$ cat config.mk
export PLATFORM = sky130hd
export DESIGN_NAME = lrs_ctrl
export DESIGN_NICKNAME = d
export VERILOG_FILES = /design/src/rtl/lrs_pkg.sv /design/src/rtl/lrs_ctrl.sv
export SDC_FILE = /design/constraint.sdc
export NUM_CORES = 1
export LEC_CHECK = 0
export BUFFER_PORTS_ARGS = -buffer_cell sky130_fd_sc_hd__buf_2
export CAP_MARGIN = 20
export CORE_ASPECT_RATIO = 0.6
export CORE_UTILIZATION = 40
export CTS_CLUSTER_SIZE = 28
export DETAILED_ROUTE_END_ITERATION = 16
export GPL_TIMING_DRIVEN = 0
export SLEW_MARGIN = 30
export SYNTH_ARGS = -nofsm -noshare
export SYNTH_HDL_FRONTEND = slang
export SYNTH_SLANG_ARGS = --single-unit
$ cat constraint.sdc
create_clock -name i_clk -period 2 [get_ports i_clk]
set_input_delay 0.4 -clock i_clk [delete_from_list [all_inputs] [get_ports i_clk]]
set_output_delay 0.4 -clock i_clk [all_outputs]
set_load 0.01 [all_outputs]
$ cat src/rtl/lrs_pkg.sv
// ----------------------------------------------------------------------------
// lrs_pkg
// Shared widths, codes and controller/datapath interface types of the
// polyphase line resampler.
// ----------------------------------------------------------------------------
package lrs_pkg;

    localparam int MAX_TAPS       = 16;
    localparam int TAP_W          = 4;
    localparam int MAX_PHASES_DEF = 64;
    localparam int MAX_LINE       = 4096;
    localparam int COEF_FRAC_BITS = 14;
    localparam int UPSCALE_LIMIT  = 8;
    localparam int MAX_RESULTS    = 64;
    localparam int CNT_W          = 7;

    localparam int SAMPLE_W   = 14;
    localparam int COEF_W     = 16;
    localparam int IDX_W      = 10;
    localparam int SRC_W      = 13;
    localparam int DST_W      = 16;
    localparam int RS_W       = 13;
    localparam int RD_CFG_W   = 7;
    localparam int TAPS_W     = 5;
    localparam int POS_W      = 15;
    localparam int PIX_W      = 8;
    localparam int PROD_W     = SAMPLE_W + COEF_W;
    localparam int ACC_W      = PROD_W + TAP_W + 1;
    localparam int DEN_W      = COEF_W + TAP_W + 1;
    localparam int QW         = 30;
    localparam int CFG_IDX_W  = 3;
    localparam int CFG_DATA_W = 16;
    localparam int IN_DATA_W  = 40;
    localparam int OUT_DATA_W = 24;

    localparam logic [CFG_IDX_W-1:0] CFG_SRC_LEN   = 3'd0;
    localparam logic [CFG_IDX_W-1:0] CFG_DST_LEN   = 3'd1;
    localparam logic [CFG_IDX_W-1:0] CFG_RATIO_SRC = 3'd2;
    localparam logic [CFG_IDX_W-1:0] CFG_RATIO_DST = 3'd3;
    localparam logic [CFG_IDX_W-1:0] CFG_NUM_TAPS  = 3'd4;

    localparam logic OP_SAMPLE = 1'b0;
    localparam logic OP_COEF   = 1'b1;

    localparam logic [1:0] DSEL_PHASE = 2'd0;
    localparam logic [1:0] DSEL_FILT  = 2'd1;
    localparam logic [1:0] DSEL_CENT  = 2'd2;

    typedef struct packed {
        logic       take;
        logic       tap_start;
        logic       tap_rd;
        logic       tap_mul;
        logic       tap_acc;
        logic       div_start;
        logic [1:0] div_sel;
        logic       phase_load;
        logic       fin_filt;
        logic       fin_copy;
        logic       push;
        logic       push_last;
        logic       adv_start;
        logic       adv_end;
        logic       line_reset;
    } t_cmd;

    typedef struct packed {
        logic in_coef;
        logic end_flag;
        logic stop;
        logic wait_taps;
        logic copy;
        logic stale;
        logic tap_last;
        logic needs_div;
        logic div_done;
        logic div_busy;
        logic out_free;
        logic hold_valid;
    } t_sts;

endpackage

$ cat src/rtl/lrs_ctrl.sv
// ----------------------------------------------------------------------------
// lrs_ctrl
// Controller: accepts requests, walks each destination pixel through the tap
// loop (not in copy mode), border divide and centre update; flushes at line end.
// ----------------------------------------------------------------------------
module lrs_ctrl (
    input  logic          i_clk,
    input  logic          i_rst_n,
    input  logic          i_in_valid,
    output logic          o_in_ready,
    input  lrs_pkg::t_sts i_sts,
    output lrs_pkg::t_cmd o_cmd
);
    localparam logic [3:0] S_IDLE   = 4'd0;
    localparam logic [3:0] S_CHECK  = 4'd1;
    localparam logic [3:0] S_START  = 4'd2;
    localparam logic [3:0] S_PHWAIT = 4'd3;
    localparam logic [3:0] S_TRD    = 4'd4;
    localparam logic [3:0] S_TMUL   = 4'd5;
    localparam logic [3:0] S_TACC   = 4'd6;
    localparam logic [3:0] S_FIN    = 4'd7;
    localparam logic [3:0] S_DWAIT  = 4'd8;
    localparam logic [3:0] S_ADV    = 4'd9;
    localparam logic [3:0] S_AWAIT  = 4'd10;
    localparam logic [3:0] S_DONE   = 4'd11;

    logic [3:0]                r_state, n_state;
    logic [lrs_pkg::CNT_W-1:0] r_cnt, n_cnt;
    logic                      r_pass, n_pass;

    always_ff @(posedge i_clk) begin
        if (!i_rst_n) begin
            r_state <= S_IDLE;
            r_cnt   <= '0;
            r_pass  <= 1'b0;
        end else begin
            r_state <= n_state;
            r_cnt   <= n_cnt;
            r_pass  <= n_pass;
        end
    end

    always_comb begin
        n_state    = r_state;
        n_cnt      = r_cnt;
        n_pass     = r_pass;
        o_cmd      = '0;
        o_in_ready = 1'b0;
        unique case (r_state)
            S_IDLE: begin
                o_in_ready = 1'b1;
                if (i_in_valid) begin
                    o_cmd.take = 1'b1;
                    if (!i_sts.in_coef) begin
                        n_cnt   = '0;
                        n_pass  = 1'b0;
                        n_state = S_CHECK;
                    end
                end
            end
            S_CHECK: begin
                if (i_sts.stop || (r_cnt == lrs_pkg::CNT_W'(lrs_pkg::MAX_RESULTS))
                        || (!r_pass && i_sts.wait_taps)) begin
                    if (!r_pass && i_sts.end_flag) begin
                        n_pass = 1'b1;
                    end else begin
                        n_state = S_DONE;
                    end
                end else begin
                    n_state = S_START;
                end
            end
            S_START: begin
                if (!i_sts.hold_valid || i_sts.out_free) begin
                    o_cmd.push = i_sts.hold_valid;
                    if (i_sts.copy) begin
                        o_cmd.fin_copy = 1'b1;
                        n_cnt   = r_cnt + lrs_pkg::CNT_W'(1);
                        n_state = S_ADV;
                    end else if (i_sts.stale) begin
                        o_cmd.div_start = 1'b1;
                        o_cmd.div_sel   = lrs_pkg::DSEL_PHASE;
                        n_state = S_PHWAIT;
                    end else begin
                        o_cmd.tap_start = 1'b1;
                        n_state = S_TRD;
                    end
                end
            end
            S_PHWAIT: begin
                o_cmd.div_sel = lrs_pkg::DSEL_PHASE;
                if (i_sts.div_done) begin
                    o_cmd.phase_load = 1'b1;
                    o_cmd.tap_start  = 1'b1;
                    n_state = S_TRD;
                end
            end
            S_TRD: begin
                o_cmd.tap_rd = 1'b1;
                n_state = S_TMUL;
            end
            S_TMUL: begin
                o_cmd.tap_mul = 1'b1;
                n_state = S_TACC;
            end
            S_TACC: begin
                o_cmd.tap_acc = 1'b1;
                n_state = i_sts.tap_last ? S_FIN : S_TRD;
            end
            S_FIN: begin
                o_cmd.div_sel = lrs_pkg::DSEL_FILT;
                if (i_sts.needs_div) begin
                    o_cmd.div_start = 1'b1;
                    n_state = S_DWAIT;
                end else begin
                    o_cmd.fin_filt = 1'b1;
                    n_cnt   = r_cnt + lrs_pkg::CNT_W'(1);
                    n_state = S_ADV;
                end
            end
            S_DWAIT: begin
                o_cmd.div_sel = lrs_pkg::DSEL_FILT;
                if (i_sts.div_done) begin
                    o_cmd.fin_filt = 1'b1;
                    n_cnt   = r_cnt + lrs_pkg::CNT_W'(1);
                    n_state = S_ADV;
                end
            end
            S_ADV: begin
                o_cmd.adv_start = 1'b1;
                o_cmd.div_start = 1'b1;
                o_cmd.div_sel   = lrs_pkg::DSEL_CENT;
                n_state = S_AWAIT;
            end
            S_AWAIT: begin
                o_cmd.div_sel = lrs_pkg::DSEL_CENT;
                if (i_sts.div_done) begin
                    o_cmd.adv_end = 1'b1;
                    n_state = S_CHECK;
                end
            end
            S_DONE: begin
                if (!i_sts.hold_valid || i_sts.out_free) begin
                    o_cmd.push       = i_sts.hold_valid;
                    o_cmd.push_last  = 1'b1;
                    o_cmd.line_reset = i_sts.end_flag;
                    n_state = S_IDLE;
                end
            end
            default: begin
                n_state = S_IDLE;
            end
        endcase
    end
endmodule

# --- Word level (Yosys, flattened, before mapping) ---
# Cells that the tools add are included.
op_classes:
  n_addsub: 1
  n_eq_ne: 24
  muxes: 56
  reduce_logical: 15
ops:
  columns: ["cell", "count"]
  rows:
  - ["$pmux W4 S12", 1]
  - ["$mux W7", 6]
  - ["$mux W4", 10]
  - ["$pmux W7 S4", 1]
  - ["$mux W1", 25]
  - ["$ne A2 B2 Y1 const B", 11]
  - ["$eq A4 B3 Y1 const B", 4]
  - ["$eq A4 B4 Y1 const B", 4]
  - ["$mux W3", 4]
  - ["$eq A4 B2 Y1 const B", 2]
  - ["$pmux W1 S2", 4]
  - ["$reduce_and A8 Y1", 1]
  - ["$add A7 B1 Y7 const B", 1]
  - ["$eq A7 B7 Y1 const B", 1]
  - ["$reduce_and A7 Y1", 1]
  - ["$mux W2", 3]
  - ["$pmux W2 S3", 1]
  - ["$reduce_and A5 Y1", 1]
  - ["$eq A4 B1 Y1 const B", 1]
  - ["$logic_not A4 Y1", 1]
  - ["$reduce_bool A4 Y1", 1]
  - ["$reduce_or A2 Y1", 2]
  - ["$logic_or A1 B1 Y1", 3]
  - ["$ne A3 B3 Y1 const B", 1]
  - ["4 further kinds", 6]
totals:
  reg_bits: 12
  out_inout_bits: 17

# --- Depth between registers and ports, before layout ---
# Gate-level depths: netlist of run 1.
logic_depth:
  word_depth: 5
  mapped_depth: 7

# --- Worst setup path after synthesis of run 1 ---
# Ideal clock, no wire load.
synth_timing:
  kind: "reg-to-reg"
  start: "register r_cnt[0] (netlist name)"
  end: "register r_state[3]"
  arrival_time_ns: 1.727
  t_required_ns: 1.878
  slack_ns: 0.152
  stages_incl_launch_ff: 7
  path_cell_list: "dfxtp_1 > inv_1 > ha_1 > and2_1 > a221oi_1 > o311ai_2 > o311a_1"
synth_via:
  elab_chain_len: 5
  elab_cells_between_ends: 7
synth_lines:
  columns: ["item", "line", "text"]
  rows:
  - ["from (decl)", "lrs_ctrl.sv:28", "logic [lrs_pkg::CNT_W-1:0] r_cnt, n_cnt;"]
  - ["from (signal assigned)", "lrs_ctrl.sv:38", "r_cnt <= n_cnt;"]
  - ["$eq A7 B7 Y1 (*)", "lrs_ctrl.sv:62", "if (i_sts.stop || (r_cnt == lrs_pkg::CNT_W'(lrs_pkg::MAX_RESULTS))"]
  - ["$logic_or A1 B1 Y1 (*)", "lrs_ctrl.sv:62", null]
  - ["$logic_or A1 B1 Y1 (*)", "lrs_ctrl.sv:63", "|| (!r_pass && i_sts.wait_taps)) begin"]
  - ["$mux W4 or $ne A3 B3 Y1 (tied branches)", null, null]
  - ["$pmux W4 S12 or $reduce_and A8 Y1 (tied branches)", null, null]
  - ["to (signal assigned)", "lrs_ctrl.sv:37", "r_state <= n_state;"]
  - ["to (decl)", "lrs_ctrl.sv:27", "logic [3:0] r_state, n_state;"]
# Every way passes the cells marked *; elsewhere a longest branch is shown, timed or not.
# A chain may end at the register's enable or synchronous reset.

==> results.ini, run 1 <==
[critical_path]
timing.critical_path.mode_cell=buf_2
endpoint_kind=output port
cp.buffers_inverters=3
rr_startpoint=r_state[2]
worst_path_max_delay_cell=or4_1
cp_data_required_time_ns=1.60
start_kind=flip-flop
path_class=reg2out
critPathTopFamily=simple AND/OR/NAND/NOR gates
cp_cell_sequence=buf_2, or4_1, inv_1, and2_1, buf_2
startpoint=r_state[2]
cp_max_fo=10
crit_path_max_incr_delay_ns=0.55
arrival_ns=1.56

[min_path]
worstHoldStart=r_cnt[1]
holdCritPathClass=reg2reg

[global_route]
grt_max_degree=11
first_global_vias=928
antenna_found_initial=0
grt_usage_pct=22.1
grt_overflow_total=0
grt_pass1_wl_um=4590

[yosys]
synth_seq_area_share_pct=22.8
synth_xor_area_share_pct=1.66
synth_edf_count=0
ys_async_sr_fraction_pct=0
netlist_instances=145
synth_top_area_cell=dfxtp_1
ys.flop_type=dfxtp_1
synthSimpleGateAreaFrac_pct=40.3
synthesis.nets=162
syn_area_mm2=0.00105
ys_ff_latch=12
synth_top_family_by_area=simple AND/OR/NAND/NOR gates
synth_most_common_cell=nor2_1
synth-compound-area-share_pct=24.2
yosys-mux-area-fraction_pct=1.90
ys_warn_count=0
yosys-top-cells-area=dfxtp_1 (23%), nor2_1 (6.8%), nand3b_1 (6.4%)
synth_fa_ha_area_share_pct=2.37
synth_cell_types=44
synth.top_cell.area_share_pct=22.8
synth_area_per_cell_um2=7.27
synth_commonest_cells=nor2_1 (19), o21ai_0 (13), dfxtp_1 (12)

[power]
power_switching_mw=0.761
p_per_area_mw_per_mm2=1220
peakVddDrop_mv=0.452
pwr-share-seq_pct=19.8
share_comb_of_total_power_pct=66.4
swShare_pct=46.8
leakage_nw=0.581
p_int_mw=0.866
clkPwrFrac_pct=13.8

[drt]
dr_wl_met3_um=162
drt-met1-wl_um=1630
wl_met2_um=1170
top_layer=met4
wire_per_inst_um=14.4
avgViaCountPerCell=5.63
drcViolationCount=0
routed_wl_um=2980
drtPass1Iterations=4
final_antenna_net_count=0
first_iter_violations=65
num_vias=1166

[placement]
place_area_mm2=0.00124
place_ws_ns=-0.0568
io_buffer_count=29
dp_hpwl_um=2370
place_congestion=0.854

[die]
die_w_um=68.3
core.rowCount=13
die_h_um=41.8
die_area_mm2=0.00285
num_io_pins=32
initial_core_util_pct=45.3
core-area_mm2=0.00233

[clock_tree]
clockRootBuffer=clkbuf_8
cts.reportedPaths.clkPinSlew_ns=0.05
cts_buffers=3
post-cts-setup-buffer-count=0
clock_latency_ns=0.25
hold_buffers=0
clock_sinks=12
cts_tree=yes
h-tree-depth=1
clock_path_buffers=2

[finish]
areaGrowthSynthToFinish_pct=26.2
final_design_area_no_fill_mm2=0.00133
insertedDiodeCount=0
final_nets=196
layout-drive-gt1-share_pct=27.1

[sta]
final-hold-violation-count=0
rsz0062_at_grt=yes
fin_skew_ns=0.00345
worst_slew_pin_slew_ns=0.482
period_minus_slack_ns=1.96
fin_tns_setup_ns=0
fmax_mhz=510
finalSetupViolCount=0
finalCritPeriodShare_pct=98.1
fin_ws_ns=0.0378
drv_slew=0
relSlewSlack_pct=67.8

[outcome]
outcome=finished clean

[flow_run]
maxCapViolations=0

worst min-delay path: cells and delay by family, from the launching register on:
family | cells | cell delay [ns]
compound gates | 1 | 0.05
simple gates | 1 | 0.07
flops | 1 | 0.34
cell type report:
class / instances / area (µm²)
fill: 237 / 995
multi-input combinational: 118 / 782
inverter: 6 / 22.5
buffer: 9 / 61.3
clock buffer: 3 / 41.3
sequential: 12 / 241
timing repair buffer: 29 / 145
tap: 30 / 37.5
logic make-up (layout without fill, tap and decap cells):
family | Yosys count | in the layout
AOI/OAI and AO/OA | 38 | 38
and+or+nand+nor | 74 | 74
muxes | 2 | 2
adders and majority gates | 2 | 2
xor gates and xnor gates | 2 | 2
DFF | 12 | 12
buffers and inverters | 15 | 47
routing by layer:
| metal | global-route usage (%) | vias to the layer above |
|---|---|---|
| met5 | 0 | - |
| met4 | 6.25 | 0 |
| met3 | 6.59 | 2 |
| met2 | 26.5 | 28 |
| met1 | 35.7 | 544 |
| li1 | - | 592 |
flip-flops by register name, indices dropped and copies added, names as in the netlist:
signal and flops:
r_state 4, r_cnt 7, r_pass 1
final timing paths:
| check | to | slack, ns | depth (start not counted) |
|---|---|---|---|
| worst max register to register | r_cnt[2] | 0.12 | 6 |
| worst min register to register | r_cnt[1] | 0.51 | 2 |
| worst min-delay path | r_cnt[1] | 0.51 | 2 |
| worst max-delay path | o_cmd[15] | 0.04 | 5 |
layout by cell type (no fill, tap or decap), drive strengths merged, types with 2 or more instances in the layout:
cell type,Yosys,routed
nand3b,9,9
buf,5,33
a21oi,5,5
nand2b,6,6
nor2b,6,6
nor3,2,2
o31a,2,2
nand2,8,8
or2,2,2
clkbuf,4,8
nor2,19,19
o22ai,2,2
inv,6,6
dfxtp,12,12
nand4b,3,3
o21ai,14,14
nand3,4,4
o211ai,6,6
and2,4,4
mux2i,2,2
and3,4,4
nor3b,2,2
ha,2,2
power by group through the flow:
stage,logic (mW),registers (mW),clock network [mW]
CTS,1.02,0.317,0.228
detailed placement,1.01,0.322,0
finish,1.08,0.321,0.225
floorplan,0.763,0.309,0
global route,1.17,0.326,0.239
global placement,0.995,0.320,0
per-stage QoR:
step / total power, mW / std cells / utilization (%) / hold WS, ns
2_1_floorplan: 1.07 / 145 / - / 0.456
3_3_place_gp: 1.31 / 204 / 53.2 / 0.491
3_5_place_dp: 1.33 / 204 / 53.2 / 0.499
4_1_cts: 1.57 / 207 / 55.6 / 0.507
5_1_grt: 1.74 / 207 / 57.2 / 0.547
6_report: 1.63 / 207 / 57.2 / 0.505
repair_timing:
| action | in CTS | in global routing |
|---|---|---|
| setup endpoints to repair | 3 | 5 |
| resized for setup | 4 | 9 |
| cloned | 0 | 0 |
No activity file was read; power rests on OpenSTA's default activity.
==> run 2: changes to the inputs <==
ABC_AREA = 1   (was unset)
GPL_ROUTABILITY_DRIVEN = 0   (was unset)
SETUP_SLACK_MARGIN = 0.4   (was unset)
==> run 2 against run 1 <==
Compared with the run above:
- final cell count increased by 29%
- first-iteration DRC count increased by 130%
- largest cell class unchanged
- fmax increased by 9.2%
- critical endpoint is now o_cmd[14]
==> results.ini, run 2 <==
[outcome]
outcome=finished clean  ; unchanged

[critical_path]
worst_path_max_delay_cell=dfxtp_2  ; was or4_1
crit_path_max_incr_delay_ns=0.39  ; was 0.55 ns
cp_max_fo=6  ; was 10
rr_startpoint=r_state[3]  ; was r_state[2]
cp_data_required_time_ns=1.60  ; about the same
endpoint_kind=output port  ; unchanged
arrival_ns=1.40  ; was 1.56 ns
path_class=reg2out  ; unchanged
cp_cell_sequence=inv_2, nor2_4, nand2_4, o32ai_2, buf_2  ; was buf_2, or4_1, inv_1, and2_1, buf_2
reg2reg_to=r_state[1]  ; was r_cnt[2]
r2r_cells=11  ; was 6
start_kind=flip-flop  ; unchanged
rrSetupSlack_ns=0.29  ; was 0.12 ns

[clock_tree]
h-tree-depth=1  ; unchanged
clock_path_buffers=2  ; unchanged
clock_latency_ns=0.25  ; about the same
clock_sinks=12  ; unchanged
cts_tree=yes  ; unchanged
cts_buffers=3  ; unchanged
clockRootBuffer=clkbuf_8  ; unchanged
hold_buffers=0  ; unchanged
cts.reportedPaths.clkPinSlew_ns=0.06  ; was 0.05 ns

[finish]
reg_top3=r_cnt: 7 flops, r_state: 4 flops, r_pass: 1 flops  ; unchanged
layout-drive-gt1-share_pct=43.5  ; was 27.1%
largest_reg_flops=7  ; unchanged
final_nets=255  ; was 196
areaGrowthSynthToFinish_pct=58.0  ; was 26.2%
final_common_cell=nand2_1  ; was buf_2
layout_common_cells=nand2_1 (42), buf_2 (28), inv_1 (25), nor2_1 (24), buf_4 (13)  ; was buf_2 (30), nor2_1 (19), o21ai_0 (13), dfxtp_1 (11), nand3b_1 (9)
insertedDiodeCount=0  ; unchanged
top_register=r_cnt  ; unchanged

[yosys]
synth_seq_area_share_pct=23.0  ; was 22.8%
synthesis.nets=202  ; was 162
synth_area_per_cell_um2=5.65  ; was 7.27 µm²
ys.flop_type=dfxtp_1  ; unchanged
synth.top_cell.area_share_pct=23.0  ; was 22.8%
synth_commonest_cells=nand2_1 (50), inv_1 (32), nor2_1 (28)  ; was nor2_1 (19), o21ai_0 (13), dfxtp_1 (12)
netlist_instances=185  ; was 145
ys_ff_latch=12  ; unchanged
synth_most_common_cell=nand2_1  ; was nor2_1
ys_async_sr_fraction_pct=0  ; unchanged
synth_top_area_cell=dfxtp_1  ; unchanged
synth_cell_types=27  ; was 44
syn_area_mm2=0.00104  ; was 0.00105 mm²
yosys-top-cells-area=dfxtp_1 (23%), nand2_1 (18%), inv_1 (11%)  ; was dfxtp_1 (23%), nor2_1 (6.8%), nand3b_1 (6.4%)
synth_edf_count=0  ; unchanged
ys_warn_count=0  ; unchanged

[sta]
worst_slew_pin_slew_ns=0.346  ; was 0.482 ns
fmax_mhz=557  ; was 510 MHz
fin_skew_ns=0.00762  ; was 0.00345 ns
finalSetupViolCount=0  ; unchanged
finalCritPeriodShare_pct=89.8  ; was 98.1%
fin_tns_setup_ns=0  ; unchanged
rsz0062_at_grt=yes  ; unchanged
period_minus_slack_ns=1.80  ; was 1.96 ns
relSlewSlack_pct=76.9  ; was 67.8%
fin_ws_ns=0.204  ; was 0.0378 ns
drv_slew=0  ; unchanged
final-hold-violation-count=0  ; unchanged

[drt]
avgViaCountPerCell=5.52  ; was 5.63
num_vias=1474  ; was 1166
wire_per_inst_um=15.4  ; was 14.4 µm
drcViolationCount=0  ; unchanged
wl_met2_um=1630  ; was 1170 µm
dr_wl_met3_um=472  ; was 162 µm
top_layer=met4  ; unchanged
drtPass1Iterations=5  ; was 4
routed_wl_um=4110  ; was 2980 µm
final_antenna_net_count=0  ; unchanged
first_iter_violations=148  ; was 65
drt-met1-wl_um=1800  ; was 1630 µm

[die]
num_io_pins=32  ; unchanged
die_h_um=41.6  ; was 41.8 µm
initial_core_util_pct=45.2  ; was 45.3%
core.rowCount=13  ; unchanged
core-area_mm2=0.00231  ; was 0.00233 mm²
die_area_mm2=0.00283  ; was 0.00285 mm²
die_w_um=68.0  ; was 68.3 µm

[power]
p_per_area_mw_per_mm2=1260  ; was 1220 mW/mm²
peakVddDrop_mv=0.755  ; was 0.452 mV
leakage_nw=0.855  ; was 0.581 nW

[global_route]
grt_overflow_total=0  ; unchanged
grt_max_degree=9  ; was 11
antenna_found_initial=0  ; unchanged
grt_usage_pct=24.2  ; was 22.1%
first_global_vias=1099  ; was 928
grt_pass1_wl_um=5020  ; was 4590 µm

[placement]
dp_hpwl_um=2480  ; was 2370 µm
io_buffer_count=30  ; was 29
place_ws_ns=0.218  ; was -0.0568 ns

[flow_run]
maxCapViolations=0  ; unchanged

[min_path]
worstHoldPathCells=3  ; was 2
hold_end=r_pass  ; was r_cnt[1]
holdCritPathClass=in2reg  ; was reg2reg
worstHoldStart=i_rst_n  ; was r_cnt[1]

run 2: cell types whose count changed after synthesis, moves of 9 or more:
| cell | delta |
|---|---|
| nor2_1 | +9 |
| inv_1 | +26 |
| nand3_1 | +11 |
| o21ai_0 | -10 |
| nand2_1 | +42 |
run 2: kinds of logic after synthesis:
family,count (synthesis),share of synthesized area (%)
AND/OR/NAND/NOR,113,48.0
buffers and inverters,34,12.3
AO/OA/AOI/OAI,21,11.7
flip-flops,12,23.0
XOR/XNOR,3,2.52
adder cells (fa/ha/maj),2,2.39
run 2: final cells by class:
cell class	count	area [µm²]
inverters	34	133
fillers	185	659
multi-input cells	139	846
well taps	30	37.5
repair buffers	48	325
flip-flops and latches	12	254
clock buffers	4	55.1
run 2: metrics by stage:
step | area, µm² | instances | hold WS [ns] | utilization, % | total power, mW
floorplan | 1040 | 185 | 0.451 | - | 0.978
global placement | 1230 | 245 | 0.463 | 53.4 | 1.20
detailed placement | 1230 | 245 | 0.478 | 53.4 | 1.22
CTS | 1410 | 257 | 0.486 | 61.2 | 1.61
global route | 1650 | 267 | 0.458 | 71.5 | 2.21
finish | 1650 | 267 | 0.452 | 71.5 | 2.08
run 2: worst max-delay path by stage:
stage                end  startpoint
6_report       o_cmd[14]  r_state[1]
5_1_grt        o_cmd[14]  r_state[1]
4_1_cts        o_cmd[14]  r_state[3]
3_5_place_dp   o_cmd[10]  r_state[2]
3_3_place_gp   o_cmd[10]  r_state[2]
2_1_floorplan  o_cmd[10]  r_state[2]
run 2: layer usage:
layer  up-vias  track usage [%]
li1        686                -
met1       654             37.2
met2       110             31.2
met3        24             8.79
met4         0             5.00
met5         -                0
run 2: where the power goes:
| group | switching [mW] | internal [mW] | leakage (nW) |
|---|---|---|---|
| Clock | 0.0978 | 0.174 | 0.0288 |
| Sequential | 0.0865 | 0.306 | 0.100 |
| Combinational | 0.870 | 0.549 | 0.725 |
| Total | 1.05 | 1.03 | 0.855 |
run 2: what timing repair did:
item	in CTS	in global routing
hold endpoints to repair	0	0
resized for setup	21	41
setup buffers	8	10
setup endpoints to repair	15	28
gates cloned	0	0
pin swaps	6	19
run 2: critical path: cells and delay by family (launching register included):
family | cells | cell delay [ns]
flops | 1 | 0.39
buf+inv | 2 | 0.27
simple gates | 2 | 0.30
compound gates | 1 | 0.20
==> run 3: changes to the inputs <==
CORE_ASPECT_RATIO = unset   (was 0.6)
CORE_UTILIZATION = 50   (was 40)
PLACE_DENSITY = 0.78   (was unset)
==> run 3 against run 2 <==
Compared with the run above:
- sequential cell count stayed put
- design area is 10% lower
- sequential share of layout area is 1.9 points higher
- largest cell class unchanged
- core utilization is 3.9 points higher
- global-route usage is 4.6 points higher
- critical path type unchanged
- non-clock buffer count is 7 lower
- largest power group unchanged
==> results.ini, run 3 (synthesis results as in run 2) <==
[drt]
routed_wl_um=3140  ; was 4110 µm
drcViolationCount=0  ; unchanged
dr_wl_met3_um=271  ; was 472 µm
drtPass1Iterations=4  ; was 5
wire_per_inst_um=12.2  ; was 15.4 µm
drt-met1-wl_um=1320  ; was 1800 µm
first_iter_violations=55  ; was 148
wl_met2_um=1390  ; was 1630 µm
top_layer=met4  ; unchanged
final_antenna_net_count=0  ; unchanged
avgViaCountPerCell=5.19  ; was 5.52
num_vias=1333  ; was 1474

[sta]
worst_slew_pin_slew_ns=0.482  ; was 0.346 ns
hold-worst-slack_ns=0.461  ; was 0.452 ns
drv_slew=0  ; unchanged
final-hold-violation-count=0  ; unchanged
fin_skew_ns=0.0125  ; was 0.00762 ns
finalCritPeriodShare_pct=93.2  ; was 89.8%
relSlewSlack_pct=67.7  ; was 76.9%
fmax_mhz=536  ; was 557 MHz
period_minus_slack_ns=1.86  ; was 1.80 ns
rsz0062_at_grt=yes  ; unchanged
finalSetupViolCount=0  ; unchanged
fin_tns_setup_ns=0  ; unchanged

[critical_path]
arrival_ns=1.46  ; was 1.40 ns
start_kind=flip-flop  ; unchanged
endpoint_kind=output port  ; unchanged
cp_data_required_time_ns=1.60  ; about the same
cp_max_fo=6  ; unchanged
path_class=reg2out  ; unchanged

[global_route]
grt_usage_pct=28.8  ; was 24.2%
grt_overflow_total=0  ; unchanged
grt_max_degree=9  ; unchanged
first_global_vias=1058  ; was 1099
grt_pass1_wl_um=4530  ; was 5020 µm
antenna_found_initial=0  ; unchanged

[clock_tree]
hold_buffers=0  ; unchanged
cts_buffers=3  ; unchanged
cts_tree=yes  ; unchanged
clock_latency_ns=0.28  ; was 0.25 ns
clock_sinks=12  ; unchanged
cts.reportedPaths.clkPinSlew_ns=0.08  ; was 0.06 ns
clockRootBuffer=clkbuf_4  ; was clkbuf_8
h-tree-depth=1  ; unchanged
clock_path_buffers=2  ; unchanged

[placement]
io_buffer_count=30  ; unchanged
place_inst=242  ; was 245
dp_hpwl_um=2140  ; was 2480 µm

[finish]
final_nets=248  ; was 255
num-fill-cells=176  ; was 185
final_common_cell=nand2_1  ; unchanged
insertedDiodeCount=0  ; unchanged
layout-drive-gt1-share_pct=37.8  ; was 43.5%
layout_common_cells=nand2_1 (43), buf_2 (29), inv_1 (27), nor2_1 (26), nand3_1 (13)  ; was nand2_1 (42), buf_2 (28), inv_1 (25), nor2_1 (24), buf_4 (13)
areaGrowthSynthToFinish_pct=41.6  ; was 58.0%
layout.cells.non_filler=257  ; was 267
reg_top3=r_cnt: 7 flops, r_state: 4 flops, r_pass: 1 flops  ; unchanged
top_register=r_cnt  ; unchanged
fin_util_pct=75.4  ; was 71.5%
largest_reg_flops=7  ; unchanged

[outcome]
outcome=finished clean  ; unchanged

[flow_run]
maxCapViolations=0  ; unchanged

[power]
finalPower_mw=1.65  ; was 2.08 mW
leakage_nw=0.797  ; was 0.855 nW
p_per_area_mw_per_mm2=1120  ; was 1260 mW/mm²
peakVddDrop_mv=0.812  ; was 0.755 mV

[die]
core-area_mm2=0.00196  ; was 0.00231 mm²
initial_core_util_pct=53.3  ; was 45.2%
num_io_pins=32  ; unchanged
die_area_mm2=0.00228  ; was 0.00283 mm²
die_w_um=47.7  ; was 68.0 µm
die_h_um=47.7  ; was 41.6 µm
core.rowCount=16  ; was 13

[min_path]
holdCritPathClass=in2reg  ; unchanged

## run 3: worst paths after layout
path,cells past startpoint,startpoint,end,slack (ns)
worst max-delay path,5,r_state[3],o_cmd[14],0.14
worst min-delay path,3,i_rst_n,r_cnt[0],0.46
worst max register to register,9,r_state[3],r_cnt[6],0.47
worst min register to register,2,r_pass,r_pass,0.51
## run 3: area by class of cell
type                    instances  area [µm²]  area share [%]
multi-input cells             139         774            52.4
inverters                      34         133            8.97
well taps                      27        33.8            2.28
flip-flops and latches         12         255            17.3
repair buffers                 41         246            16.7
clock buffers                   4        36.3            2.45
## run 3: per-layer routing
layer,up-vias,track usage (%)
met4,0,11.7
met2,72,44.1
li1,668,-
met3,22,8.68
met5,-,0
met1,571,37.6
## run 3: timing repair
| item | 4_1_cts | 5_1_grt |
|---|---|---|
| endpoints found under the setup margin | 16 | 26 |
| gates resized for setup | 26 | 17 |
| pin swaps | 7 | 4 |
| buffers inserted | 7 | 4 |
## run 3: power breakdown
part,switching (mW),internal [mW]
Clock,0.0801,0.111
Sequential,0.0833,0.308
Combinational,0.673,0.397
Total,0.837,0.815
## run 3: worst max-delay path, cell delays in order (launching register included)
cell     delay (ns)
dfxtp_4        0.37
nor2_4         0.12
buf_4          0.16
nand2_4        0.09
o32ai_2        0.25
buf_2          0.20
## run 3: per-stage QoR
| stage | area [µm²] | setup WS, ns |
|---|---|---|
| after CTS | 1400 | 0.230 |
| after detailed placement | 1230 | 0.209 |
| after floorplan | 1040 | 0.454 |
| final | 1480 | 0.135 |
| after global routing | 1480 | 0.0969 |
| after global placement | 1230 | 0.241 |
